File: config.mk
export PLATFORM = sky130hd
export DESIGN_NAME = cabpw_ctrl
export DESIGN_NICKNAME = d
export VERILOG_FILES = /design/src/rtl/core/cabpw_pkg.sv /design/src/rtl/core/cabpw_ctrl.sv
export SDC_FILE = /design/constraint.sdc
export NUM_CORES = 1
export LEC_CHECK = 0
export BUFFER_PORTS_ARGS = -buffer_cell sky130_fd_sc_hd__buf_2
export CAP_MARGIN = 20
export CORE_AREA = 2 2 39 41
export CTS_CLUSTER_DIAMETER = 200
export DETAILED_ROUTE_END_ITERATION = 7
export DIE_AREA = 0 0 41 43
export PLACE_DENSITY = 0.41
export SLEW_MARGIN = 40
export SYNTH_ARGS = -nofsm -noshare
export SYNTH_HDL_FRONTEND = slang
export SYNTH_SLANG_ARGS = --single-unit
File: constraint.sdc
create_clock -name clk -period 1.5 [get_ports clk]
set_clock_uncertainty 0.1 [all_clocks]
set_input_delay 0.15 -clock clk [delete_from_list [all_inputs] [get_ports clk]]
set_output_delay 0.15 -clock clk [all_outputs]
set_load 0.01 [all_outputs]
File: src/rtl/core/cabpw_pkg.sv
// ----------------------------------------------------------------------------
// cabpw_pkg
// shared types and constants of the clipped alpha blend pixel writer
// ----------------------------------------------------------------------------
`default_nettype none

package cabpw_pkg;

    localparam int COORD_W     = 16;
    localparam int FRAME_W     = 9;
    localparam int CLIP_SIZE_W = 15;
    localparam int COLOR_W     = 32;
    localparam int CHAN_W      = 8;
    localparam int IN_DATA_W   = 96;
    localparam int OUT_DATA_W  = 32;
    localparam int OP_W        = 2;
    localparam int CFG_INDEX_W = 3;
    localparam int CFG_DATA_W  = 16;

    localparam logic [CHAN_W-1:0] ALPHA_OPAQUE = 8'hff;

    localparam logic [CFG_INDEX_W-1:0] REG_FRAME_WIDTH  = 3'd0;
    localparam logic [CFG_INDEX_W-1:0] REG_FRAME_HEIGHT = 3'd1;
    localparam logic [CFG_INDEX_W-1:0] REG_CLIP_LEFT    = 3'd2;
    localparam logic [CFG_INDEX_W-1:0] REG_CLIP_TOP     = 3'd3;
    localparam logic [CFG_INDEX_W-1:0] REG_CLIP_WIDTH   = 3'd4;
    localparam logic [CFG_INDEX_W-1:0] REG_CLIP_HEIGHT  = 3'd5;

    typedef enum logic [OP_W-1:0] {
        OP_WRITE = 2'd0,
        OP_BLEND = 2'd1,
        OP_READ  = 2'd2
    } op_t;

    typedef struct packed {
        logic load_in;
        logic check;
        logic mem_rd;
        logic exec;
        logic clear_wr;
    } dp_cmd_t;

    typedef struct packed {
        logic clear_last;
    } dp_status_t;

endpackage

`default_nettype wire

File: src/rtl/core/cabpw_ctrl.sv
// ----------------------------------------------------------------------------
// cabpw_ctrl
// sequencer: clear pass, accept, check, read, execute and output handoff
// ----------------------------------------------------------------------------
`default_nettype none

module cabpw_ctrl
    import cabpw_pkg::*;
(
    input  logic       clk,
    input  logic       rst_n,
    input  logic       s_tvalid,
    output logic       s_tready,
    output logic       m_tvalid,
    input  logic       m_tready,
    output dp_cmd_t    cmd,
    input  dp_status_t status
);

    typedef enum logic [2:0] {
        ST_CLEAR,
        ST_IDLE,
        ST_CHECK,
        ST_READ,
        ST_EXEC
    } state_t;

    state_t state_reg;
    state_t state_next;
    logic   out_valid_reg;
    logic   out_valid_next;
    logic   exec_fire;

    assign exec_fire = (state_reg == ST_EXEC) && (!out_valid_reg || m_tready);

    always_comb
    begin
        state_next = state_reg;
        case (state_reg)
            ST_CLEAR:
            begin
                if (status.clear_last)
                begin
                    state_next = ST_IDLE;
                end
            end
            ST_IDLE:
            begin
                if (s_tvalid)
                begin
                    state_next = ST_CHECK;
                end
            end
            ST_CHECK: state_next = ST_READ;
            ST_READ:  state_next = ST_EXEC;
            ST_EXEC:
            begin
                if (exec_fire)
                begin
                    state_next = ST_IDLE;
                end
            end
            default:  state_next = ST_CLEAR;
        endcase
    end

    always_comb
    begin
        if (exec_fire)
        begin
            out_valid_next = 1'b1;
        end
        else if (m_tready)
        begin
            out_valid_next = 1'b0;
        end
        else
        begin
            out_valid_next = out_valid_reg;
        end
    end

    always_ff @(posedge clk or negedge rst_n)
    begin
        if (!rst_n)
        begin
            state_reg     <= ST_CLEAR;
            out_valid_reg <= 1'b0;
        end
        else
        begin
            state_reg     <= state_next;
            out_valid_reg <= out_valid_next;
        end
    end

    assign s_tready     = (state_reg == ST_IDLE);
    assign m_tvalid     = out_valid_reg;

    assign cmd.load_in  = (state_reg == ST_IDLE) && s_tvalid;
    assign cmd.check    = (state_reg == ST_CHECK);
    assign cmd.mem_rd   = (state_reg == ST_READ);
    assign cmd.exec     = exec_fire;
    assign cmd.clear_wr = (state_reg == ST_CLEAR);

endmodule

`default_nettype wire

==> impl_metrics.env <==
export IMPL_nets=46
export IMPL_root_buffer="clkbuf_4"
export IMPL_vdd_ir_drop_max_mv=0.565
export IMPL_avgSynthCellArea_sq_um=9.38
export IMPL_arrival_ns=1.21
export IMPL_tritoncts="done"
export IMPL_dp_hpwl_um=386
export IMPL_io_buffers=11
export IMPL_slew_viol_final=0
export IMPL_die_x_um=41
export IMPL_initial_core_util=0.176
export IMPL_largest_reg_flops=3
export IMPL_grt_overflow=0
export IMPL_wl_per_cell_um=10.0
export IMPL_vias_per_cell=4.05
export IMPL_final_common_cell="buf_2"
export IMPL_worstPathRequired_ns=1.25
export IMPL_place_area_sq_um=299
export IMPL_reg2reg_setup_slack_ns=0.19
export IMPL_startpoint_type="register"
export IMPL_powerDensity_nw_per_um2=1970
export IMPL_leakage_nw=0.180
export IMPL_via_count=223
export IMPL_postSynthCellCount=26
export IMPL_grt_pass1_wl_um=834
export IMPL_clk_latency_ns=0.24
export IMPL_status="finished, final reports clean"
export IMPL_finalCritPeriodShare=0.970
export IMPL_hold_start="m_tready"
export IMPL_cts_sinks=4
export IMPL_ys_ff_latch=4
export IMPL_drc=0
export IMPL_core_area_sq_um=1380
export IMPL_syn_area_sq_um=244
export IMPL_maxCapViolCount=0
export IMPL_finalSetupViolations=0
export IMPL_critical_path_class="register to output pin"
export IMPL_fin_area_sq_um=358
export IMPL_num_antenna_cells=0
export IMPL_ff2ff_path_depth=4
export IMPL_slew_headroom=0.816
export IMPL_rows=14
export IMPL_hold_viol=0
export IMPL_grtUsageTotal=0.0777
export IMPL_grt_pass1_vias=206
export IMPL_die_area_sq_um=1760
export IMPL_tightest_slew_ns=0.276
export IMPL_max_freq_mhz=687
export IMPL_whs_endpoint="m_tvalid$_DFFE_PN0P_"
export IMPL_r2r_start="state_reg[1]$_DFFE_PN0P_"
export IMPL_crit_path_max_incr_delay_ns=0.42
export IMPL_clk_pin_slew_ns=0.04
export IMPL_critPathMaxFanout=5
export IMPL_hold_depth=3
export IMPL_cp_cell_sequence="buf_4 -> nor2_2 -> and3_4 -> buf_6"
export IMPL_finalWirelength_um=551
export IMPL_pin_count=12
export IMPL_ant_nets=0
export IMPL_layout_common_cells="buf_2 (10), nor3_1 (3), clkbuf_4 (3)"
export IMPL_areaGrowthSynthToFinish_pct=46.7
export IMPL_hold_class="input pin to register"
export IMPL_place_congestion=0.630
export IMPL_cts_made_buffers=3
export IMPL_ys_warn_count=0
export IMPL_syn_nets=31
export IMPL_ys_seq_area_frac=0.410
export IMPL_dr_pass1_iters=1
export IMPL_cts_buffer_depth=2
export IMPL_die_y_um=43
export IMPL_r2r_end="state_reg[0]$_DFFE_PN0P_"
export IMPL_cp_end_kind="output pin"
export IMPL_drt_iter0_markers=0
export IMPL_slowest_stage="dfrtp_2"
export IMPL_period_minus_slack_ns=1.46
export IMPL_setup_worst_path_start="state_reg[1]$_DFFE_PN0P_"
export IMPL_htree_levels=1
export IMPL_grt_max_degree=10
export IMPL_post_route_util=0.259
export IMPL_synthDistinctLibCells=17
export IMPL_drive_above_1_share=0.590
export IMPL_antenna_found_initial=0
==> cell usage after synthesis <==
cell type / number / area share
a21oi_1: 1 / 0.020
and2_1: 1 / 0.026
and3_4: 1 / 0.046
and3b_2: 1 / 0.041
buf_2: 1 / 0.020
buf_4: 2 / 0.062
dfrtp_1: 4 / 0.41
nand2_1: 2 / 0.031
nand2b_1: 2 / 0.051
nand2b_4: 1 / 0.056
nand3b_1: 1 / 0.031
nor2_1: 2 / 0.031
nor2_2: 1 / 0.026
nor3_1: 3 / 0.062
nor3b_1: 1 / 0.031
o21bai_1: 1 / 0.031
or3_1: 1 / 0.026
==> layout make-up <==
cell class                      instances  area [sq um]
Fill cell                             154          1030
Multi-Input combinational cell         19           134
Timing Repair Buffer                   13          78.8
Tap cell                               16          20.0
Sequential cell                         4           103
Clock buffer                            3          22.5
==> worst max-delay path by stage <==
stage / depth (start not counted) / slack, ns / to
after CTS: 4 / 0.004 / cmd[4]
after floorplan: 3 / 0.27 / cmd[4]
after global placement: 3 / 0.24 / state_reg[0]$_DFFE_PN0P_
after global routing: 4 / -0.003 / cmd[1]
after detailed placement: 3 / 0.22 / state_reg[0]$_DFFE_PN0P_
final: 4 / 0.04 / cmd[1]
==> where the power goes <==
part           switching (mW)  internal, mW  total, mW  leakage [nW]
clock network          0.0492        0.0899      0.139        0.0138
registers              0.0790         0.157      0.236        0.0496
logic                   0.146         0.183      0.329         0.117
total                   0.274         0.430      0.704         0.180
==> critical path, delay by kind of cell, from the launching register on <==
family / cells / cell delay, ns
flops: 1 / 0.42
simple gates: 2 / 0.30
buf+inv: 2 / 0.26
==> logic make-up after synthesis <==
group | Yosys count | share of synthesized area
AO/OA/AOI/OAI | 2 | 0.0513
buffers and inverters | 3 | 0.0820
flip-flops | 4 | 0.410
AND/OR/NAND/NOR | 17 | 0.456
==> per-stage QoR <==
step | hold WS, ns | TNS, ns | total power [mW] | cells | setup WS, ns
4_1_cts | 0.0862 | 0 | 0.657 | 54 | 0.00397
3_5_place_dp | -0.142 | 0 | 0.508 | 50 | 0.219
6_report | 0.0886 | 0 | 0.704 | 55 | 0.0449
3_3_place_gp | -0.138 | 0 | 0.505 | 50 | 0.242
2_1_floorplan | -0.246 | 0 | 0.422 | 26 | 0.273
5_1_grt | 0.101 | -0.00340 | 0.772 | 55 | -0.00340
==> per-layer routing <==
| metal | track usage | vias up | part of all wire |
|---|---|---|---|
| li1 | - | 113 | - |
| met1 | 0.0915 | 93 | 0.46 |
| met2 | 0.0844 | 13 | 0.42 |
| met3 | 0.0366 | 4 | 0.082 |
| met4 | 0.100 | 0 | 0.038 |
| met5 | 0 | - | 0 |
==> repair_timing <==
action	CTS	global route
setup buffers	0	1
resized for setup	0	5
hold endpoints to repair	4	0
hold buffers	1	0
setup endpoints to repair	0	1
Note: power is estimated with default switching activity, not from simulation.
